**src/rtl/core/rlac_pkg.sv**
```systemverilog
`timescale 1ns / 1ps
`default_nettype none
// ----------------------------------------------------------------------------
// rlac_pkg
// Shared types and codes for the radio link advertising controller.
// ----------------------------------------------------------------------------
package rlac_pkg;

    typedef enum logic [2:0] {
        ST_IDLE          = 3'd0,
        ST_STARTING      = 3'd1,
        ST_ADVERTISING   = 3'd2,
        ST_CONNECTING    = 3'd3,
        ST_CONNECTED     = 3'd4,
        ST_STOPPING      = 3'd5,
        ST_DISCONNECTING = 3'd6
    } t_link_state;

    typedef enum logic [3:0] {
        EV_ENABLE        = 4'd0,
        EV_ENABLE_FAST   = 4'd1,
        EV_DISABLE       = 4'd2,
        EV_TIMER         = 4'd3,
        EV_ADV_STARTED   = 4'd4,
        EV_STOPPED_USER  = 4'd5,
        EV_STOPPED_CONN  = 4'd6,
        EV_STOPPED_UNEXP = 4'd7,
        EV_CONNECTED     = 4'd8,
        EV_DISCONNECTED  = 4'd9,
        EV_DISC_REQ      = 4'd10
    } t_event_code;

    localparam logic MODE_NORMAL = 1'b0;
    localparam logic MODE_FAST   = 1'b1;

    localparam int IN_TDATA_W  = 8;
    localparam int OUT_TDATA_W = 16;

    typedef struct packed {
        logic [3:0] op;
        logic       start_accepted;
        logic       stop_accepted;
        logic       disconnect_accepted;
    } t_event;

    typedef struct packed {
        t_link_state fsm_state;
        logic        enable_wanted;
        logic        mode_wanted;
        logic        mode_requested;
        logic        mode_running;
        logic        drop_link_wanted;
        logic        timer_running;
    } t_ctl_state;

    typedef struct packed {
        logic [2:0] link_state;
        logic       start_adv_cmd;
        logic       start_adv_mode;
        logic       stop_adv_cmd;
        logic       disconnect_cmd;
        logic       timer_start_cmd;
        logic       timer_cancel_cmd;
        logic       wants_enabled;
        logic       wanted_mode;
        logic       current_mode;
    } t_result;

endpackage
`default_nettype wire

```
**src/rtl/core/rlac_step.sv**
```systemverilog
`timescale 1ns / 1ps
`default_nettype none
// ----------------------------------------------------------------------------
// rlac_step
// Next-state and strobe logic for one link event.
// ----------------------------------------------------------------------------
module rlac_step (
    input  var rlac_pkg::t_ctl_state i_state,
    input  var rlac_pkg::t_event     i_event,
    output rlac_pkg::t_ctl_state     o_next,
    output rlac_pkg::t_result        o_result
);
    import rlac_pkg::*;

    t_link_state s;
    t_link_state n_fsm;
    logic        en_ev;
    logic        new_mode;
    logic        s_run_set;
    logic        s_unexp_set;
    logic        s_disc_set;
    logic        issue_start;
    logic        issue_stop;
    logic        issue_disc;
    logic        loss;
    logic        t_start;
    logic        t_cancel;

    always_comb begin
        s           = i_state.fsm_state;
        en_ev       = (i_event.op == EV_ENABLE) || (i_event.op == EV_ENABLE_FAST);
        new_mode    = en_ev ? ((i_event.op == EV_ENABLE_FAST) ? MODE_FAST : MODE_NORMAL)
                            : i_state.mode_wanted;
        s_run_set   = (s == ST_STARTING) || (s == ST_ADVERTISING) || (s == ST_STOPPING);
        s_unexp_set = s_run_set || (s == ST_CONNECTING);
        s_disc_set  = (s == ST_CONNECTING) || (s == ST_CONNECTED)
                    || (s == ST_DISCONNECTING);

        issue_start = (en_ev && s == ST_IDLE)
                    || (i_event.op == EV_TIMER && s == ST_IDLE && i_state.enable_wanted)
                    || (i_event.op == EV_STOPPED_USER && s == ST_STOPPING
                        && i_state.enable_wanted);
        issue_stop  = (en_ev && s == ST_ADVERTISING && i_state.mode_running != new_mode)
                    || (i_event.op == EV_DISABLE && s == ST_ADVERTISING)
                    || (i_event.op == EV_ADV_STARTED && s == ST_STARTING
                        && (!i_state.enable_wanted
                            || i_state.mode_requested != i_state.mode_wanted));
        issue_disc  = (i_event.op == EV_CONNECTED
                       && (!i_state.enable_wanted || i_state.drop_link_wanted))
                    || (i_event.op == EV_DISABLE && s == ST_CONNECTED)
                    || (i_event.op == EV_DISC_REQ && s == ST_CONNECTED);

        // link lost: restart timer if still wanted, otherwise drop it
        loss        = (i_event.op == EV_DISCONNECTED)
                    || (i_event.op == EV_STOPPED_UNEXP && s_unexp_set);
        t_start     = loss && i_state.enable_wanted;
        t_cancel    = (loss && !i_state.enable_wanted)
                    || (i_event.op == EV_CONNECTED)
                    || (en_ev && s == ST_IDLE)
                    || (i_event.op == EV_DISABLE)
                    || (i_event.op == EV_TIMER && s == ST_IDLE)
                    || (i_event.op == EV_ADV_STARTED && s == ST_STARTING);
    end

    // next state
    always_comb begin
        n_fsm = s;
        if (issue_start && i_event.start_accepted) begin
            n_fsm = ST_STARTING;
        end else if (issue_stop && i_event.stop_accepted) begin
            n_fsm = ST_STOPPING;
        end else if (issue_disc && i_event.disconnect_accepted) begin
            n_fsm = ST_DISCONNECTING;
        end else begin
            unique case (i_event.op)
                EV_CONNECTED:     n_fsm = ST_CONNECTED;
                EV_DISCONNECTED:  n_fsm = ST_IDLE;
                EV_STOPPED_CONN:  n_fsm = s_run_set ? ST_CONNECTING : s;
                EV_STOPPED_UNEXP: n_fsm = s_unexp_set ? ST_IDLE : s;
                EV_ADV_STARTED:   n_fsm = (s == ST_STARTING) ? ST_ADVERTISING : s;
                EV_STOPPED_USER:  n_fsm = (s == ST_STOPPING) ? ST_IDLE : s;
                default:          n_fsm = s;
            endcase
        end
    end

    // state flags and strobes
    always_comb begin
        o_next           = i_state;
        o_next.fsm_state = n_fsm;
        o_next.mode_wanted = new_mode;
        if (en_ev || (i_event.op == EV_DISC_REQ && s_disc_set)) begin
            o_next.enable_wanted = 1'b1;
        end else if (i_event.op == EV_DISABLE) begin
            o_next.enable_wanted = 1'b0;
        end
        if (i_event.op == EV_DISC_REQ && s_disc_set) begin
            o_next.drop_link_wanted = 1'b1;
        end else if (i_event.op == EV_DISABLE || i_event.op == EV_DISCONNECTED) begin
            o_next.drop_link_wanted = 1'b0;
        end
        if (issue_start && i_event.start_accepted) begin
            o_next.mode_requested = new_mode;
        end
        if (i_event.op == EV_ADV_STARTED && s == ST_STARTING) begin
            o_next.mode_running = i_state.mode_requested;
        end
        if (t_start) begin
            o_next.timer_running = 1'b1;
        end else if (t_cancel) begin
            o_next.timer_running = 1'b0;
        end

        o_result.link_state       = n_fsm;
        o_result.start_adv_cmd    = issue_start;
        o_result.start_adv_mode   = issue_start & new_mode;
        o_result.stop_adv_cmd     = issue_stop;
        o_result.disconnect_cmd   = issue_disc;
        o_result.timer_start_cmd  = t_start & ~i_state.timer_running;
        o_result.timer_cancel_cmd = t_cancel & i_state.timer_running;
        o_result.wants_enabled    = o_next.enable_wanted;
        o_result.wanted_mode      = o_next.mode_wanted;
        o_result.current_mode     = o_next.mode_running;
    end

endmodule
`default_nettype wire

```
**src/rtl/core/radio_link_advertising_controller.sv**
```systemverilog
`timescale 1ns / 1ps
`default_nettype none
// The result of an accepted input transaction reaches the output through the
// input register, then the result register.
// Throughput: one event per clock cycle; each cycle of output stall holds
// s_axis_tready low once the input register is occupied, as it is in a stream.
// Reset (i_rst_n low, synchronous) returns the controller to idle with all
// wanted/pending flags and modes cleared and both registers empty.
// ----------------------------------------------------------------------------
// radio_link_advertising_controller
// Advertising and connection controller driven by one link event per item.
// ----------------------------------------------------------------------------
module radio_link_advertising_controller (
    input  wire         i_clk,
    input  wire         i_rst_n,
    input  wire         s_axis_tvalid,
    output logic        s_axis_tready,
    // [3:0] op, [4] start_accepted, [5] stop_accepted, [6] disconnect_accepted
    input  wire  [rlac_pkg::IN_TDATA_W-1:0]  s_axis_tdata,
    output logic        m_axis_tvalid,
    input  wire         m_axis_tready,
    // [2:0] link_state, [3] start_adv_cmd, [4] start_adv_mode, [5] stop_adv_cmd,
    // [6] disconnect_cmd, [7] timer_start_cmd, [8] timer_cancel_cmd,
    // [9] wants_enabled, [10] wanted_mode, [11] current_mode
    output logic [rlac_pkg::OUT_TDATA_W-1:0] m_axis_tdata
);
    import rlac_pkg::*;

    logic       r_in_valid;
    t_event     r_in;
    logic       r_out_valid;
    t_result    r_out;
    t_ctl_state r_state;
    t_ctl_state n_state;
    t_result    n_out;
    logic       advance;

    rlac_step u_step (
        .i_state  (r_state),
        .i_event  (r_in),
        .o_next   (n_state),
        .o_result (n_out)
    );

    assign advance       = !r_out_valid || m_axis_tready;
    assign s_axis_tready = !r_in_valid || advance;
    assign m_axis_tvalid = r_out_valid;

    always_ff @(posedge i_clk) begin
        if (!i_rst_n) begin
            r_in_valid <= 1'b0;
        end else if (s_axis_tready) begin
            r_in_valid <= s_axis_tvalid;
        end
    end

    always_ff @(posedge i_clk) begin
        if (s_axis_tvalid && s_axis_tready) begin
            r_in.op                  <= s_axis_tdata[3:0];
            r_in.start_accepted      <= s_axis_tdata[4];
            r_in.stop_accepted       <= s_axis_tdata[5];
            r_in.disconnect_accepted <= s_axis_tdata[6];
        end
    end

    // commit the state only when the result moves into the output register
    always_ff @(posedge i_clk) begin
        if (!i_rst_n) begin
            r_out_valid <= 1'b0;
            r_state     <= '{fsm_state: ST_IDLE, default: 1'b0};
        end else if (advance) begin
            r_out_valid <= r_in_valid;
            if (r_in_valid) begin
                r_state <= n_state;
            end
        end
    end

    always_ff @(posedge i_clk) begin
        if (advance && r_in_valid) begin
            r_out <= n_out;
        end
    end

    assign m_axis_tdata = {4'b0000,
                           r_out.current_mode,
                           r_out.wanted_mode,
                           r_out.wants_enabled,
                           r_out.timer_cancel_cmd,
                           r_out.timer_start_cmd,
                           r_out.disconnect_cmd,
                           r_out.stop_adv_cmd,
                           r_out.start_adv_mode,
                           r_out.start_adv_cmd,
                           r_out.link_state};

`ifndef SYNTHESIS
    a_one_adv_request: assert property (@(posedge i_clk) disable iff (!i_rst_n)
        m_axis_tvalid |-> !(r_out.start_adv_cmd && r_out.stop_adv_cmd))
        else $error("start and stop advertising requested together");

    a_timer_exclusive: assert property (@(posedge i_clk) disable iff (!i_rst_n)
        m_axis_tvalid |-> !(r_out.timer_start_cmd && r_out.timer_cancel_cmd))
        else $error("timer started and cancelled together");

    a_in_to_out: assert property (@(posedge i_clk) disable iff (!i_rst_n)
        (r_in_valid && advance) |=> r_out_valid)
        else $error("transaction lost between input and result register");

    a_in_hold: assert property (@(posedge i_clk) disable iff (!i_rst_n)
        (r_in_valid && !advance) |=> (r_in_valid && $stable(r_in)))
        else $error("held input transaction overwritten");
`endif

endmodule
`default_nettype wire
```
**config.mk**
```make
export PLATFORM = sky130hd
export DESIGN_NAME = radio_link_advertising_controller
export DESIGN_NICKNAME = d
export VERILOG_FILES = /design/src/rtl/core/rlac_pkg.sv /design/src/rtl/core/rlac_step.sv /design/src/rtl/core/radio_link_advertising_controller.sv
export SDC_FILE = /design/constraint.sdc
export NUM_CORES = 1
export LEC_CHECK = 0
export ABC_AREA = 1
export BUFFER_PORTS_ARGS = -buffer_cell sky130_fd_sc_hd__buf_4
export CORE_ASPECT_RATIO = 1.1
export CORE_UTILIZATION = 53
export DETAILED_ROUTE_END_ITERATION = 10
export MAX_ROUTING_LAYER = met4
export PLACE_DENSITY = 0.76
export SLEW_MARGIN = 0
export SYNTH_ARGS = -nofsm -noshare
export SYNTH_HDL_FRONTEND = slang
export SYNTH_SLANG_ARGS = --single-unit
```
**constraint.sdc**
```tcl
create_clock -name i_clk -period 1.64 [get_ports i_clk]
set_input_delay 0.082 -clock i_clk [delete_from_list [all_inputs] [get_ports i_clk]]
set_output_delay 0.082 -clock i_clk [all_outputs]
set_load 0.01 [all_outputs]
```
# Word level (Yosys, flattened, before mapping)

Index checks and enable logic that the tools add are counted.

$add $sub $neg: 0
Multipliers: 0
Div/mod/pow operators: 0
$lt $le $gt $ge: 0
Equal/unequal tests: 18
Shifts and indexed selects: 0
Mux-type cells: 17
Bitwise gates (word level): 4
Reductions and logical operators: 57

Operators with widths:

| cell                                                | count |
|---|---|
| logical OR 1 bit                                    | 24 |
| logical AND 1 bit                                   | 22 |
| two-way mux 3 bit                                   | 7 |
| one-hot mux 3 bit (6 select lines)                  | 1 |
| equality test 4 x 3 -> 1 bit, second input constant | 4 |
| equality test 4 bit, second input constant          | 3 |
| equality test 3 bit, second input constant          | 3 |
| two-way mux 1 bit                                   | 9 |
| AND reduction 3 bit                                 | 3 |
| equality test 4 x 2 -> 1 bit, second input constant | 2 |
| equality test 3 x 2 -> 1 bit, second input constant | 2 |
| equality test 4 x 1 -> 1 bit, second input constant | 1 |
| zero test 4 bit                                     | 1 |
| nonzero test 2 bit                                  | 2 |
| AND 1 bit                                           | 3 |
| equality test 3 x 1 -> 1 bit, second input constant | 1 |
| zero test 1 bit                                     | 3 |
| zero test 3 bit                                     | 1 |
| != test 1 bit                                       | 2 |
| AND reduction 2 bit                                 | 1 |
| NOT 1 bit                                           | 1 |

Flip-flop bits (word level): 30
Bits in latches: 0
RAM bits: 0
ROM bits: 0
Input bits: 12
Logic and storage cells: 119
Memories kept: 0

# Logic depth before layout (Yosys ltp)

Word-level depth: 14
Mapped depth: 11
Depth with buffers taken out: 11

# Hierarchy

A second synthesis with hierarchy kept.

Cell total of the unflattened synthesis: 232
Area, all modules: 1786.7 um2

Modules (own cells, without submodules):

| module                            | times used | cells an instance | area each (um2) | sequential area each (um2) |
|---|---|---|---|---|
| radio_link_advertising_controller | 1          | 95                | 1133.6          | 790.8 |
| rlac_step                         | 1          | 137               | 653.1           | 0.0 |

# Worst setup path after synthesis

OpenSTA, ideal clock, no wires.

Kind: flip-flop to flip-flop
Start: register r_in[3] (netlist name)
End: register r_out (netlist bit m_axis_tdata[1]), data pin
Data arrival time: 1160 ps
Required time: 1389 ps
Slack: 229 ps
Stages on the path, launching flop included: 9
Period minus slack after synthesis: 1411 ps
Cell sequence: edfxtp_1 nor2_2 nand2_2 nor2_2 nand2_1 nand2_2 nand2_2 nand2_1 inv_1

RTL lines:

| what                   | line                                    | RTL |
|---|---|---|
| start: declaration     | radio_link_advertising_controller.sv:30 | `t_event r_in;` |
| end signal: assignment | radio_link_advertising_controller.sv:81 | `r_out <= n_out;` |
| end: declaration       | radio_link_advertising_controller.sv:32 | `t_result r_out;` |

==> qor.txt <==
Arr. time, crit path: 1690 ps
Syn-to-layout area delta: 29.6%
Worst-path clk slew: 90 ps
Num CTS Buffers: 5
total clock sinks: 30
outcome: complete, no violations
Critical Path RT: 1750 ps
top-area cell type share of the netlist area: 0.366
drt initial violations: 65
Initial Utilization: 0.562
Worst Skew: 7.77 ps
Tmin final: 1580 ps
first-pass GRT wire length: 5510 um
H-Tree Level Count: 2
compound-cell area share of the yosys netlist: 0.0978
Netlist cell types: 22
Wirelength per Cell: 13.0 um
Worst-Skew Late Latency: 340 ps
Clock Tree Buf Depth: 2
multiplexer area fraction after synthesis: 0
worst hold path type: input port to flop
PwrDens: 847 nW/um^2
core area: 2780 sq um
Die W: 53.7 um
CTS tree: yes
Worst setup SP type: flop
largest family of logic cells by synthesized area: simple AND/OR/NAND/NOR gates
Synth area leaders: edfxtp_1 37%, dfxtp_1 14%, nand2_1 13%
total grt overflow: 0
post-DP HPWL: 2530 um
crit-path max FO: 5
CP Cell Sequence: inv_2, nand2_2, nor2_4, nand2_1, nand2_1, nand2_1, nand2_2, nand2_2, nand2_1, inv_1
initial antenna violation count: 0
Final setup viols: 0
IO buf count: 24
Yosys reg bits: 30
final routed DRC violation total: 0
share of cells above drive strength 1: 0.244
Area after DPL: 1780 sq um
root buffer cell: clkbuf_4
commonest non-fill, non-tap cells in the layout: 51 x nand2_1, 31 x inv_1, 30 x buf_4
first drt pass iteration count: 4
Lkg Pwr: 0.960 nW
critical path's slowest cell: edfxtp_1
XOR/XNOR Fraction of Synth Area: 0
Max IR drop VDD: 0.000708 V
largest net degree at the start of global routing: 22
Synth Area in Simple Gates: 0.278
DR vias: 1445
GRT Overall Usage: 0.259
fmax: 632 MHz
Seq/Total Area, Yosys: 0.507
final instance area: 2020 sq um
antenna-violating nets left: 0
die area: 3160 sq um
element type at the critical path end: flop
period utilisation layout: 0.965
Adder-Cell Fraction of Synth Area: 0
die height: 58.9 um
most common cell after layout, fill and taps aside: nand2_1
CP Buf/Inv Count: 2
Most common cell on crit path: nand2_1
fin. max-slew vios: 0
Avg Inst Size Synth: 7.72 sq um
Vias/cell: 5.18
Row Count: 20
final hold vios: 0
RSZ-0062 raised after global routing: yes
yosys warns: 0
final-stage net count: 257
critical path's top delay family: simple AND/OR/NAND/NOR gates
Max-Cap Viols: 0
vias in the first global route: 1300
routability-driven placement congestion ratio: 0.875
Post-Synthesis Cell Area: 1560 sq um
Antenna Cells: 0
Power Total: 1.71 mW
largest area contributor in the netlist: edfxtp_1
CP peak stage delay: 480 ps
Synth Instances: 202
kind of critical path: flop to flop
DRT Wirelength: 3630 um
I/O pin cnt: 30
[worst min-delay path, stage by stage]
cell	delay, ps
buf_4	110
nand2_1	70
a21oi_1	60
[sequential cells by signal (all words and copies together), names as in the netlist]
register and flops:
r_in_valid 1, m_axis_tdata 12, r_state 9, r_in 7
m_axis_tvalid 1
[per-layer routing]
layer | up-vias | GRT usage | part of all wire | routed length [um]
met3 | 8 | 0.0543 | 0.059 | 216
met4 | 0 | 0.169 | 0.025 | 91
li1 | 721 | - | - | -
met5 | - | - | 0 | 0
met1 | 659 | 0.307 | 0.40 | 1440
met2 | 57 | 0.390 | 0.52 | 1890
[report_power, final]
part | internal [mW] | switching (mW)
clock network | 0.302 | 0.253
logic | 0.116 | 0.161
registers | 0.847 | 0.0328
total | 1.27 | 0.447
[area by class of cell]
class                           instances  area (sq um)
Clock buffer                            8          80.1
Fill cell                             202           756
Inverter                               35           131
Multi-Input combinational cell        133           642
Sequential cell                        30           791
Tap cell                               33          41.3
Timing Repair Buffer                   40           337
[worst paths after layout]
| kind | from | endpoint | slack [ps] | cells after the start |
|---|---|---|---|---|
| max | r_in[5] | m_axis_tdata[1] | 60 | 10 |
| min reg2reg | r_state[0] | r_state[0] | 490 | 2 |
| max reg2reg | r_in[5] | m_axis_tdata[1] | 60 | 10 |
| min | s_axis_tvalid | r_in_valid | 30 | 3 |
[cells in the mapped netlist]
| library cell | number |
|---|---|
| buf_2 | 2 |
| o22ai_1 | 1 |
| a21oi_1 | 11 |
| buf_4 | 5 |
| o21ai_0 | 12 |
| inv_2 | 1 |
| conb_1 | 1 |
| o21a_1 | 2 |
| o211ai_1 | 1 |
| nand3_2 | 1 |
| dfxtp_1 | 11 |
| nand3_1 | 16 |
| edfxtp_1 | 19 |
| nor3_1 | 1 |
| nor2_1 | 18 |
| nand4_1 | 1 |
| o21ai_2 | 1 |
| inv_1 | 34 |
| nand2_2 | 3 |
| nand2_1 | 54 |
| nor2_2 | 6 |
| and2_1 | 1 |
[metrics by stage]
| step | TNS (ps) | cells | hold WS, ps | setup slack, ps | util |
|---|---|---|---|---|---|
| 6_report | 0 | 279 | 30.4 | 57.2 | 0.728 |
| 5_1_grt | -130 | 279 | 31.9 | -59.3 | 0.728 |
| 4_1_cts | 0 | 274 | 32.7 | 53.9 | 0.699 |
| 3_5_place_dp | 0 | 258 | 261 | 72.7 | 0.641 |
| 3_3_place_gp | 0 | 258 | 261 | 83.2 | 0.641 |
| 2_1_floorplan | 0 | 205 | 181 | 229 | - |
[cell families (layout without fill, tap and decap cells)]
logic type,after synthesis,in the layout
AOI/OAI and AO/OA,28,28
and+or+nand+nor,101,101
buffers and inverters,42,83
other,1,4
DFF,30,30
[repair_timing]
| item | CTS | global route |
|---|---|---|
| gates resized for setup | 0 | 17 |
| hold buffers | 8 | 0 |
| endpoints found under the setup margin | 0 | 7 |
| endpoints found under the hold margin | 8 | 0 |
| buffers inserted | 0 | 5 |
Power figures use the tool's default switching activity.
